### src/rtl/core/csp_pkg.sv
`default_nettype none
package csp_pkg;

  // name table sizing
  localparam int NAME_COUNT   = 17;
  localparam int MAX_NAME_LEN = 11;
  localparam int TABLE_SLOTS  = 32;
  localparam int TEXT_LEN     = 16;

  localparam logic [7:0] HASH_CHAR = 8'h23;

  typedef logic [TEXT_LEN*8-1:0] name_text_t;

  // name text, right aligned: last character in the low byte
  localparam name_text_t NAME_TXT [TABLE_SLOTS] = '{
    0: "aqua",    1: "black",  2: "blue",   3: "fuchsia",
    4: "gray",    5: "green",  6: "lime",   7: "maroon",
    8: "navy",    9: "olive", 10: "purple", 11: "red",
    12: "silver", 13: "teal", 14: "white",  15: "yellow",
    16: "transparent",
    default: '0
  };

  // name length, zero marks an empty slot
  localparam logic [3:0] NAME_LEN [TABLE_SLOTS] = '{
    0: 4'd4,  1: 4'd5,  2: 4'd4,  3: 4'd7,  4: 4'd4,  5: 4'd5,
    6: 4'd4,  7: 4'd6,  8: 4'd4,  9: 4'd5, 10: 4'd6, 11: 4'd3,
    12: 4'd6, 13: 4'd4, 14: 4'd5, 15: 4'd6, 16: 4'd11,
    default: 4'd0
  };

  // fixed color as {red, green, blue}
  localparam logic [23:0] NAME_RGB [TABLE_SLOTS] = '{
    0: 24'h00FFFF,  1: 24'h000000,  2: 24'h0000FF,  3: 24'hFF00FF,
    4: 24'h808080,  5: 24'h008000,  6: 24'h00FF00,  7: 24'h800000,
    8: 24'h000080,  9: 24'h808000, 10: 24'h800080, 11: 24'hFF0000,
    12: 24'hC0C0C0, 13: 24'h008080, 14: 24'hFFFFFF, 15: 24'hFFFF00,
    16: 24'h000000,
    default: 24'h000000
  };

  localparam logic NAME_TRANSP [TABLE_SLOTS] = '{
    16: 1'b1,
    default: 1'b0
  };

  // outcome of the name match for the current character
  typedef struct packed {
    logic       found;
    logic       transp;
    logic [7:0] red;
    logic [7:0] green;
    logic [7:0] blue;
  } name_hit_t;

  // hex digit decode: {ok, value}
  function automatic logic [4:0] hex_decode(input logic [7:0] c);
    logic [4:0] r;
    r = 5'b0;
    if (c >= 8'h30 && c <= 8'h39) begin
      r = {1'b1, 4'(c - 8'h30)};
    end else if (c >= 8'h61 && c <= 8'h66) begin
      r = {1'b1, 4'(c - 8'h57)};
    end else if (c >= 8'h41 && c <= 8'h46) begin
      r = {1'b1, 4'(c - 8'h37)};
    end
    return r;
  endfunction

endpackage
`default_nettype wire

### src/rtl/core/csp_in_if.sv
`default_nettype none
interface csp_in_if;
  logic       valid;
  logic       ready;
  logic [7:0] char_code;
  logic       last_char;

  modport source (output valid, output char_code, output last_char, input ready);
  modport sink (input valid, input char_code, input last_char, output ready);
endinterface
`default_nettype wire

### src/rtl/core/csp_out_if.sv
`default_nettype none
interface csp_out_if;
  logic       valid;
  logic       ready;
  logic       is_valid;
  logic       is_transparent;
  logic [7:0] red;
  logic [7:0] green;
  logic [7:0] blue;

  modport source (output valid, output is_valid, output is_transparent,
                  output red, output green, output blue, input ready);
  modport sink (input valid, input is_valid, input is_transparent,
                input red, input green, input blue, output ready);
endinterface
`default_nettype wire

### src/rtl/core/csp_name_match.sv
`default_nettype none
module csp_name_match
  import csp_pkg::*;
(
  input  wire logic [3:0]            pos,
  input  wire logic [7:0]            lc_char,
  input  wire logic                  last,
  input  wire logic [NAME_COUNT-1:0] cand,
  output logic      [NAME_COUNT-1:0] cand_nxt,
  output name_hit_t                  hit
);

  logic [NAME_COUNT-1:0] full_hit;

  // per name: compare the character at this position
  always_comb begin
    for (int i = 0; i < NAME_COUNT; i++) begin
      logic [3:0] sh;
      logic [7:0] ch;
      logic       ok;
      sh = 4'(NAME_LEN[i] - 4'd1 - pos);
      ch = NAME_TXT[i][{sh, 3'b000} +: 8];
      ok = cand[i] && (pos < NAME_LEN[i]) && ({1'b0, pos} < 5'(MAX_NAME_LEN))
           && (ch == lc_char);
      cand_nxt[i] = ok;
      full_hit[i] = ok && last && ({1'b0, pos} + 5'd1 == {1'b0, NAME_LEN[i]});
    end
  end

  // at most one name can end here, so an or of the hits selects it
  always_comb begin
    logic [23:0] rgb;
    logic        tr;
    rgb = 24'h0;
    tr  = 1'b0;
    for (int i = 0; i < NAME_COUNT; i++) begin
      if (full_hit[i]) begin
        rgb = rgb | NAME_RGB[i];
        tr  = tr | NAME_TRANSP[i];
      end
    end
    hit.found  = |full_hit;
    hit.transp = tr;
    hit.red    = rgb[23:16];
    hit.green  = rgb[15:8];
    hit.blue   = rgb[7:0];
  end

endmodule
`default_nettype wire

### src/rtl/core/color_spec_parser.sv
`default_nettype none
// color_spec_parser: parses a color text given one character per beat on
// in_ch (char_code, last_char). On the beat with last_char set it gives one
// beat on out_ch: is_valid, is_transparent and red/green/blue. Texts are
// matched case-insensitively against the 17 color names, else as #RGB or
// #RRGGBB. Invalid texts give is_valid 0, is_transparent 1 and zero color.
// Each accepted beat lands in an input register; from there it updates the
// name candidate mask, the character count and the digit store, and a final
// character loads the result register, which drives out_ch.valid. A new
// character can be taken every cycle unless a final character waits behind
// a held result.
// When the receiver stalls, the result is held; non-final characters keep
// flowing through the input register, and the next final character waits
// there with in_ch.ready low until the held result is taken. After each
// result the parse state returns to its start value. Reset (rst_n low,
// synchronous) empties both registers and restores the parse state.
module color_spec_parser
  import csp_pkg::*;
(
  input  wire logic  clk,
  input  wire logic  rst_n,
  csp_in_if.sink     in_ch,
  csp_out_if.source  out_ch
);

  // input register
  logic       s1_valid_r;
  logic [7:0] s1_char_r;
  logic       s1_last_r;
  logic       s1_adv;
  logic       in_ready;

  // parse state
  logic [NAME_COUNT-1:0] cand_r, cand_nxt;
  logic [3:0]            cnt_r, cnt_nxt;
  logic                  hex_ok_r, hex_ok_nxt;
  logic [3:0]            hex_dig_r [6];

  // result register
  logic       out_valid_r;
  logic       res_valid_r, res_transp_r;
  logic [7:0] res_red_r, res_green_r, res_blue_r;
  logic       res_valid_nxt, res_transp_nxt;
  logic [7:0] res_red_nxt, res_green_nxt, res_blue_nxt;

  logic [7:0] lc_char;
  logic [4:0] hex_dec;
  logic       dig_wr;
  logic [2:0] dig_idx;
  logic [3:0] dig_eff [6];
  name_hit_t  hit;

  // handshake: a non-final character never waits on the output side
  assign s1_adv   = s1_valid_r && (!s1_last_r || !out_valid_r || out_ch.ready);
  assign in_ready = !s1_valid_r || s1_adv;
  assign in_ch.ready = in_ready;

  always_ff @(posedge clk) begin
    if (!rst_n) begin
      s1_valid_r <= 1'b0;
    end else if (in_ready) begin
      s1_valid_r <= in_ch.valid;
    end
  end

  always_ff @(posedge clk) begin
    if (in_ch.valid && in_ready) begin
      s1_char_r <= in_ch.char_code;
      s1_last_r <= in_ch.last_char;
    end
  end

  // case fold of ascii letters
  assign lc_char = (s1_char_r >= 8'h41 && s1_char_r <= 8'h5A) ?
                   8'(s1_char_r + 8'd32) : s1_char_r;

  csp_name_match u_name (
    .pos      (cnt_r),
    .lc_char  (lc_char),
    .last     (s1_last_r),
    .cand     (cand_r),
    .cand_nxt (cand_nxt),
    .hit      (hit)
  );

  // hex form tracking
  assign hex_dec = hex_decode(s1_char_r);
  assign dig_wr  = (cnt_r >= 4'd1) && (cnt_r <= 4'd6) && hex_dec[4];
  assign dig_idx = 3'(cnt_r - 4'd1);

  always_comb begin
    if (cnt_r == 4'd0) begin
      hex_ok_nxt = hex_ok_r && (s1_char_r == HASH_CHAR);
    end else if (cnt_r <= 4'd6) begin
      hex_ok_nxt = hex_ok_r && hex_dec[4];
    end else begin
      hex_ok_nxt = 1'b0;
    end
    cnt_nxt = (cnt_r == 4'hF) ? cnt_r : 4'(cnt_r + 4'd1);
  end

  // digits including the one written by this character
  always_comb begin
    for (int k = 0; k < 6; k++) begin
      dig_eff[k] = (dig_wr && dig_idx == 3'(k)) ? hex_dec[3:0] : hex_dig_r[k];
    end
  end

  // result selection
  always_comb begin
    res_valid_nxt  = 1'b0;
    res_transp_nxt = 1'b1;
    res_red_nxt    = 8'h00;
    res_green_nxt  = 8'h00;
    res_blue_nxt   = 8'h00;
    if (hit.found) begin
      res_valid_nxt  = 1'b1;
      res_transp_nxt = hit.transp;
      res_red_nxt    = hit.red;
      res_green_nxt  = hit.green;
      res_blue_nxt   = hit.blue;
    end else if (hex_ok_nxt && cnt_r == 4'd3) begin
      res_valid_nxt  = 1'b1;
      res_transp_nxt = 1'b0;
      res_red_nxt    = {dig_eff[0], dig_eff[0]};
      res_green_nxt  = {dig_eff[1], dig_eff[1]};
      res_blue_nxt   = {dig_eff[2], dig_eff[2]};
    end else if (hex_ok_nxt && cnt_r == 4'd6) begin
      res_valid_nxt  = 1'b1;
      res_transp_nxt = 1'b0;
      res_red_nxt    = {dig_eff[0], dig_eff[1]};
      res_green_nxt  = {dig_eff[2], dig_eff[3]};
      res_blue_nxt   = {dig_eff[4], dig_eff[5]};
    end
  end

  // parse state update, restart after a final character
  always_ff @(posedge clk) begin
    if (!rst_n) begin
      cand_r   <= '1;
      cnt_r    <= 4'd0;
      hex_ok_r <= 1'b1;
    end else if (s1_adv) begin
      if (s1_last_r) begin
        cand_r   <= '1;
        cnt_r    <= 4'd0;
        hex_ok_r <= 1'b1;
      end else begin
        cand_r   <= cand_nxt;
        cnt_r    <= cnt_nxt;
        hex_ok_r <= hex_ok_nxt;
      end
    end
  end

  always_ff @(posedge clk) begin
    if (s1_adv && dig_wr) begin
      hex_dig_r[dig_idx] <= hex_dec[3:0];
    end
  end

  // result register
  always_ff @(posedge clk) begin
    if (!rst_n) begin
      out_valid_r <= 1'b0;
    end else if (s1_adv && s1_last_r) begin
      out_valid_r <= 1'b1;
    end else if (out_ch.ready) begin
      out_valid_r <= 1'b0;
    end
  end

  always_ff @(posedge clk) begin
    if (s1_adv && s1_last_r) begin
      res_valid_r  <= res_valid_nxt;
      res_transp_r <= res_transp_nxt;
      res_red_r    <= res_red_nxt;
      res_green_r  <= res_green_nxt;
      res_blue_r   <= res_blue_nxt;
    end
  end

  assign out_ch.valid          = out_valid_r;
  assign out_ch.is_valid       = res_valid_r;
  assign out_ch.is_transparent = res_transp_r;
  assign out_ch.red            = res_red_r;
  assign out_ch.green          = res_green_r;
  assign out_ch.blue           = res_blue_r;

`ifndef SYNTH
  // an invalid result carries the transparent flag and zero color
  a_invalid_zero: assert property (@(posedge clk) disable iff (!rst_n)
    (out_valid_r && !res_valid_r) |->
      (res_transp_r && res_red_r == 8'h00 && res_green_r == 8'h00 &&
       res_blue_r == 8'h00))
    else $error("invalid result with color");

  // a final character restarts the parse state
  a_restart: assert property (@(posedge clk) disable iff (!rst_n)
    (s1_adv && s1_last_r) |=> (cand_r == '1 && cnt_r == 4'd0 && hex_ok_r))
    else $error("parse state not restarted");

  // input stalls only behind a held result and a waiting final character
  a_stall_cause: assert property (@(posedge clk) disable iff (!rst_n)
    !in_ready |-> (s1_valid_r && s1_last_r && out_valid_r && !out_ch.ready))
    else $error("input stalled without cause");
`endif

endmodule
`default_nettype wire
### src/flat_wrapper.sv
// flat-port wrapper written by rule: the top's interface ports become plain ports
module color_spec_parser_flat import csp_pkg::*;
  (clk, rst_n, in_ch_valid, in_ch_char_code, in_ch_last_char, in_ch_ready, out_ch_valid, out_ch_is_valid, out_ch_is_transparent, out_ch_red, out_ch_green, out_ch_blue, out_ch_ready);
  csp_in_if in_ch_i ();
  csp_out_if out_ch_i ();
  input  wire logic clk;
  input  wire logic rst_n;
  input wire logic [$bits(in_ch_i.valid)-1:0] in_ch_valid;
  input wire logic [$bits(in_ch_i.char_code)-1:0] in_ch_char_code;
  input wire logic [$bits(in_ch_i.last_char)-1:0] in_ch_last_char;
  output wire logic [$bits(in_ch_i.ready)-1:0] in_ch_ready;
  output wire logic [$bits(out_ch_i.valid)-1:0] out_ch_valid;
  output wire logic [$bits(out_ch_i.is_valid)-1:0] out_ch_is_valid;
  output wire logic [$bits(out_ch_i.is_transparent)-1:0] out_ch_is_transparent;
  output wire logic [$bits(out_ch_i.red)-1:0] out_ch_red;
  output wire logic [$bits(out_ch_i.green)-1:0] out_ch_green;
  output wire logic [$bits(out_ch_i.blue)-1:0] out_ch_blue;
  input wire logic [$bits(out_ch_i.ready)-1:0] out_ch_ready;
  assign in_ch_i.valid = in_ch_valid;
  assign in_ch_i.char_code = in_ch_char_code;
  assign in_ch_i.last_char = in_ch_last_char;
  assign in_ch_ready = in_ch_i.ready;
  assign out_ch_valid = out_ch_i.valid;
  assign out_ch_is_valid = out_ch_i.is_valid;
  assign out_ch_is_transparent = out_ch_i.is_transparent;
  assign out_ch_red = out_ch_i.red;
  assign out_ch_green = out_ch_i.green;
  assign out_ch_blue = out_ch_i.blue;
  assign out_ch_i.ready = out_ch_ready;
  color_spec_parser u_core (.clk(clk), .rst_n(rst_n), .in_ch(in_ch_i), .out_ch(out_ch_i));
endmodule
### config.mk
export PLATFORM = sky130hd
export DESIGN_NAME = color_spec_parser_flat
export DESIGN_NICKNAME = d
export VERILOG_FILES = /design/src/rtl/core/csp_pkg.sv /design/src/rtl/core/csp_in_if.sv /design/src/rtl/core/csp_out_if.sv /design/src/rtl/core/csp_name_match.sv /design/src/rtl/core/color_spec_parser.sv /design/src/flat_wrapper.sv
export SDC_FILE = /design/constraint.sdc
export NUM_CORES = 1
export LEC_CHECK = 0
export BUFFER_PORTS_ARGS = -buffer_cell sky130_fd_sc_hd__buf_2
export CAP_MARGIN = 30
export CORE_UTILIZATION = 30
export CTS_CLUSTER_SIZE = 10
export DETAILED_ROUTE_END_ITERATION = 7
export PLACE_DENSITY = 0.41
export SLEW_MARGIN = 30
export SYNTH_ARGS = -nofsm -noshare
export SYNTH_HDL_FRONTEND = slang
export SYNTH_HIERARCHICAL = 1
export SYNTH_SLANG_ARGS = --single-unit
### constraint.sdc
create_clock -name clk -period 8.4 [get_ports clk]
set_clock_uncertainty 0.15 [all_clocks]
set_input_delay 1.26 -clock clk [delete_from_list [all_inputs] [get_ports clk]]
set_output_delay 1.26 -clock clk [all_outputs]
set_load 0.05 [all_outputs]
==> impl_metrics.csv, run 1 <==
group,metric,value,unit
place,dp_slack,2.72,ns
final_layout,layout_common_cells,"111 x nand2_1, 59 x edfxtp_1, 58 x nor2_1",
synth,synth-edff-count,59,
place,hpwl,17100,um
global_routing,grt_max_degree,44,
critical_path,arrival,5.73,ns
cts,worstSkewPairLatency,0.35,ns
cts,cts_buffers,9,
power_and_ir_drop,ir_drop,76.3,uV
final_layout,fin_area,7900,um2
synth,syn-num-nets,909,
timing,slew_viol_final,0,
cts,htreeDepth,3,
timing,relSlewSlack,0.359,
power_and_ir_drop,cellPowerDensity,129,nW/um2
critical_path,crit_fanout,35,
cts,cts_tree,"yes",
place,place_inst,1160,
final_layout,num_antenna_cells,0,
timing,finalHoldViolations,0,
floorplan,ios,41,
routing,dr.pass1.iters,5,
floorplan,coreArea,23600,um2
routing,wl_met3,1620,um
critical_path,endpoint_kind,"register",
routing,detailroute.wirelength.met2,10300,um
cts,cts_buffer_depth,2,
routing,drtIter0Drc,507,
synth,syn_avg_cell_area,8.48,um2
place,gp_congestion,0.941,
power_and_ir_drop,p_leak,2.94,nW
routing,ant_nets,0,
final_layout,fin_util,0.334,
outcome,outcome,"finished clean",
timing,worst_pin_slew,0.961,ns
critical_path,rrSetupSlack,2.59,ns
final_layout,final_cells,1176,
global_routing,grt_pass1_vias,6131,
floorplan,die_h,158,um
timing,finalSetupViolCount,0,
critical_path,cp.required,8.32,ns
global_routing,grt_pass1_wl,36500,um
final_layout,final_net_count,903,
timing,rsz0062_at_grt,"false",
synth,synth.distinct_cells,91,
final_layout,fillers,2502,
synth,yosysSeqAreaShare,0.309,
routing,wl_per_cell,20.3,um
timing,finalCriticalPeriod,5.81,ns
synth,syn_inst,858,
global_routing,grt_use_total,0.196,
synth,async_flop_share,0,
floorplan,die-area,24900,um2
timing,holdWs,0.316,ns
cts,cts_sinks,83,
cts,cts.repair.resized,0,
cts,post_cts_buffers,0,
job,maxCapViolCount,0,
synth,syn_area,7280,um2
global_routing,antenna_found_initial,0,
routing,drc,0,
min_path,hold_path_class,"reg2reg",
routing,drt-total-wl,23900,um
timing,tns,0,ns
routing,drt-met1-wl,11400,um
place,placed_area,7600,um2
cts,cts_hold_buf,0,
place,port_buffers,40,
cts,clk_pin_slew_worst_paths,0.07,ns
final_layout,drive_gt1_frac,0.138,
synth,yosysWarningCount,6,
floorplan,initial_core_util,0.308,
timing,period_share,0.691,
floorplan,fp-row-count,56,
power_and_ir_drop,p_total,1.02,mW
synth,ys_ff_latch,83,
synth,ys.flop_type,"edfxtp_1",
routing,via_count,6530,
final_layout,layout_commonest_cell,"nand2_1",
routing,route.top_layer_used,"met4",
timing,fin_ws,2.59,ns
timing,fmax,172,MHz
critical_path,crit_type,"reg2reg",
floorplan,die_w,158,um
routing,viasPerCell,5.55,
cts,cts_root_buffer,"clkbuf_16",
global_routing,grt-ovfl-total,0,
final_layout,synthToLayoutAreaGrowth,8.51,%
critical_path,cp-start-kind,"register",
flip-flops by register name (all words and copies together) (netlist names):
name / count
u_core/s1_char_r: 8
u_core/out_ch.valid: 1
u_core/out_ch.red: 8
u_core/out_ch.blue: 8
u_core/out_ch.green: 8
u_core/s1_last_r: 1
u_core/hex_ok_r: 1
u_core/out_ch.is_valid: 1
u_core/cand_r: 17
u_core/hex_dig_r: 24
u_core/out_ch.is_transparent: 1
u_core/s1_valid_r: 1
u_core/cnt_r: 4
final cells by class:
type,instances,area [um2],area share
multi-input combinational,673,4530,0.574
tap,319,399,0.0505
clock buffer,9,225,0.0285
sequential,83,2250,0.285
timing repair buffer,52,290,0.0368
clock inverter,7,71.3,0.00903
inverter,33,124,0.0157
logic make-up after synthesis:
family,Yosys count,share of synthesized area
AND/OR/NAND/NOR,367,0.272
AO/OA/AOI/OAI,205,0.202
buffers and inverters,102,0.0693
flip-flops,83,0.309
adder cells (fa/ha/maj),38,0.0653
XOR/XNOR,34,0.0409
multiplexers,29,0.0409
path summary, 6_finish.rpt:
check / cells after the start / end / from
worst max-delay path: 19 / u_core/out_ch.red[1] / u_core/s1_char_r[1]
worst min-delay path: 2 / u_core/cand_r[6] / u_core/cand_r[6]
worst max register to register: 19 / u_core/out_ch.red[1] / u_core/s1_char_r[1]
worst min register to register: 2 / u_core/cand_r[6] / u_core/cand_r[6]
routing by layer:
layer | global-route usage | up-vias
met2 | 0.296 | 245
met3 | 0.0337 | 34
met1 | 0.280 | 3122
met5 | 0 | -
li1 | - | 3129
met4 | 0.0670 | 0
synthesized netlist by cell type, types with 8 or more instances:
library cell,count,share of area
a21oi_1,29,0.020
xnor2_1,27,0.032
nor2_1,58,0.030
nand2b_1,16,0.014
buf_4,17,0.018
nand4_1,12,0.010
a211oi_1,8,0.0083
inv_1,31,0.016
mux2i_1,23,0.032
nor3_1,18,0.012
dfxtp_1,24,0.066
clkbuf_1,30,0.015
or3_1,12,0.010
buf_2,16,0.011
o211ai_1,14,0.014
ha_1,38,0.065
o31ai_1,12,0.012
nand2_1,111,0.057
a31oi_1,9,0.0077
a22oi_1,14,0.014
nand3_1,48,0.033
o21ai_0,45,0.031
nor2b_1,22,0.019
edfxtp_1,59,0.24
where the power goes:
group | leakage, nW | internal (mW) | switching, mW
combinational | 2.05 | 0.0533 | 0.109
sequential | 0.756 | 0.447 | 0.00942
clock | 0.139 | 0.209 | 0.194
critical path: stages (launching register included):
cell and delay, ns:
edfxtp_1 0.32, buf_4 0.33, inv_1 0.12, ha_1 0.21, or3b_1 0.45, or4_1 0.42, a21oi_1 0.17, nor2_1 0.08
or2_2 0.35, or2_4 0.31, o21ai_0 0.16, nand3_1 0.30, a2111oi_1 0.72, o21ai_0 0.23, o41ai_1 0.11, nand2_1 0.14
nand4_1 0.14, buf_4 0.31, nand2b_1 0.32, o221ai_1 0.17
(Power assumes the default switching activity.)
==> run 2: changes to the inputs <==
PLACE_DENSITY = 0.43   (was 0.41)
clock period = 4.94 ns   (was 8.4 ns; I/O delays follow)
==> run 2 against run 1 <==
Compared with the run above:
- fmax is 22% higher
- worst hold slack better by 0.0049 ns
- utilization is 1.5 points higher
- non-clock buffer count is 41 higher
- sequential power is 69% higher
- worst setup slack worse by 2.4 ns
- cell count is 3.5% higher
- critical path depth is 1 lower
- combinational power is 81% higher
- clock power is 73% higher
- critical endpoint unchanged
- highest routed layer unchanged
==> impl_metrics.csv, run 2 (synthesis results as in run 1) <==
group,metric,value,unit
final_layout,synthToLayoutAreaGrowth,13.3,%
timing,period_share,0.964,
final_layout,layout_commonest_cell,"nand2_1",
cts,clk_pin_slew_worst_paths,0.08,ns
power_and_ir_drop,seqPwrFrac,0.439,
final_layout,fin_util,0.349,
cts,cts_buffers,9,
routing,viasPerCell,5.36,
timing,tns,0,ns
final_layout,top_regs,"u_core/hex_dig_r: 24 flops, u_core/cand_r: 17 flops",
critical_path,crit_fanout,6,
routing,drc,0,
critical_path,r2r-end,"u_core/out_ch.red[1]",
final_layout,layout_common_cells,"111 x nand2_1, 59 x edfxtp_1, 57 x nor2_1",
floorplan,initial_core_util,0.308,
floorplan,coreArea,23600,um2
power_and_ir_drop,clockPowerShare,0.395,
global_routing,grt_use_total,0.198,
cts,worstSkewPairLatency,0.35,ns
global_routing,antenna_found_initial,0,
global_routing,grt-ovfl-total,0,
power_and_ir_drop,switching_share,0.308,
final_layout,largest_reg_flops,24,
timing,worst_pin_slew,1.01,ns
timing,fmax,210,MHz
routing,dr.pass1.iters,5,
min_path,hold_path_class,"reg2reg",
timing,relSlewSlack,0.316,
job,maxCapViolCount,0,
final_layout,num_antenna_cells,0,
critical_path,startpoint,"u_core/s1_char_r[0]",
cts,htreeDepth,3,
critical_path,crit_chain,"ha_1 > or3b_1 > or4_1 > a21oi_2 > nor2_1 > or2_2 > or2_4 > o21ai_4 > nand4b_4 > or3b_1 > or4b_4 > o41ai_2 > a2111oi_1 > nand4_1 > buf_6 > nand2b_1 > buf_4 > o221ai_1",
routing,via_count,6520,
critical_path,arrival,4.68,ns
routing,drtIter0Drc,489,
timing,rsz0062_at_grt,"false",
power_and_ir_drop,cellPowerDensity,214,nW/um2
timing,finalHoldViolations,0,
critical_path,endpoint,"u_core/out_ch.red[1]",
power_and_ir_drop,combinationalPowerShare,0.166,
critical_path,r2r_cells,18,
power_and_ir_drop,switchingPower,0.543,mW
global_routing,grt_pass1_wl,37000,um
critical_path,cp_common_cell,"or3b_1",
min_path,min_path_cells,2,
place,place_inst,1200,
critical_path,crit_family,"simple AND/OR/NAND/NOR gates",
final_layout,drive_gt1_frac,0.180,
critical_path,cpPeakStageDelay,0.52,ns
routing,ant_nets,0,
critical_path,rrSetupSlack,0.18,ns
final_layout,fillers,2474,
power_and_ir_drop,p_int,1.22,mW
timing,finalSetupViolCount,0,
cts,cts_hold_buf,0,
floorplan,ios,41,
routing,wl_per_cell,19.5,um
critical_path,r2r-start,"u_core/s1_char_r[0]",
cts,cts_sinks,83,
power_and_ir_drop,ir_drop,192,uV
critical_path,endpoint_kind,"register",
floorplan,die-area,24900,um2
critical_path,cp.required,4.86,ns
cts,cts_tree,"yes",
floorplan,die_h,158,um
critical_path,cp-start-kind,"register",
cts,cts_buffer_depth,2,
power_and_ir_drop,p_total,1.76,mW
cts,cts_root_buffer,"clkbuf_16",
place,port_buffers,40,
final_layout,final_net_count,944,
final_layout,final_cells,1217,
floorplan,die_w,158,um
power_and_ir_drop,p_leak,3.14,nW
routing,drt-total-wl,23700,um
critical_path,crit_cells,18,
global_routing,grt_pass1_vias,6140,
final_layout,fin_area,8240,um2
outcome,outcome,"finished clean",
timing,finalCriticalPeriod,4.76,ns
critical_path,crit_type,"reg2reg",
place,hpwl,17200,um
timing,slew_viol_final,0,
place,placed_area,7900,um2
critical_path,cp_slowest_cell,"or4b_4",
critical_path,worstPathBufferInverterCount,2,
global_routing,grt_max_degree,38,
floorplan,fp-row-count,56,
place,gp_congestion,0.812,
final_layout,max_flop_register,"u_core/hex_dig_r",
==> run 2: cell types whose count changed in the layout (fill, tap and decap cells not counted), sizes merged <==
cell	previous run	this run
clkinvlp	2	3
inv	35	36
buf	52	93
clkinv	3	1
==> run 2: worst min-delay path: stages (launching register included) <==
cell     delay (ns)
dfxtp_1        0.32
nand2_1        0.05
nand3_1        0.07
==> run 2: power by group through the flow <==
stage | clock (mW) | sequential, mW | combinational (mW)
3_5_place_dp | 0 | 0.789 | 0.288
3_3_place_gp | 0 | 0.789 | 0.290
6_report | 0.696 | 0.773 | 0.293
4_1_cts | 0.717 | 0.773 | 0.289
2_1_floorplan | 0 | 0.802 | 0.186
5_1_grt | 0.739 | 0.776 | 0.320
==> run 2: cell type report <==
| class | count | area [um2] | area share |
|---|---|---|---|
| clock buffer | 9 | 225 | 0.0273 |
| clock inverter | 7 | 67.6 | 0.00820 |
| inverter | 33 | 124 | 0.0150 |
| multi-input combinational | 673 | 4560 | 0.553 |
| sequential | 83 | 2250 | 0.273 |
| tap | 319 | 399 | 0.0484 |
| timing repair buffer | 93 | 614 | 0.0745 |
==> run 2: stage by stage <==
| step | worst slack (ns) | hold slack [ns] |
|---|---|---|
| global route | 0.00308 | 0.345 |
| floorplan | 0.0576 | 0.281 |
| global placement | 0.166 | 0.301 |
| finish | 0.180 | 0.321 |
| CTS | 0.0736 | 0.325 |
| detailed placement | 0.130 | 0.307 |
==> run 2: worst min path at each step <==
stage | from | slack (ns) | endpoint
3_3_place_gp | u_core/cand_r[3] | 0.30 | u_core/cand_r[3]
5_1_grt | u_core/cand_r[6] | 0.35 | u_core/cand_r[6]
6_report | u_core/cand_r[6] | 0.32 | u_core/cand_r[6]
4_1_cts | u_core/cand_r[7] | 0.32 | u_core/cand_r[7]
2_1_floorplan | u_core/cand_r[15] | 0.28 | u_core/cand_r[15]
3_5_place_dp | u_core/cand_r[7] | 0.31 | u_core/cand_r[7]
==> run 2: layer usage <==
| layer | up-vias | part of all wire | track usage |
|---|---|---|---|
| met2 | 222 | 0.42 | 0.296 |
| met1 | 3057 | 0.50 | 0.287 |
| met5 | - | 0 | 0 |
| met3 | 26 | 0.059 | 0.0328 |
| met4 | 0 | 0.019 | 0.0601 |
| li1 | 3215 | - | - |
==> run 2: repair_timing <==
| item | 4_1_cts | 5_1_grt |
|---|---|---|
| setup endpoints to repair | 0 | 26 |
| setup buffers | 0 | 1 |
| gates resized for setup | 0 | 8 |
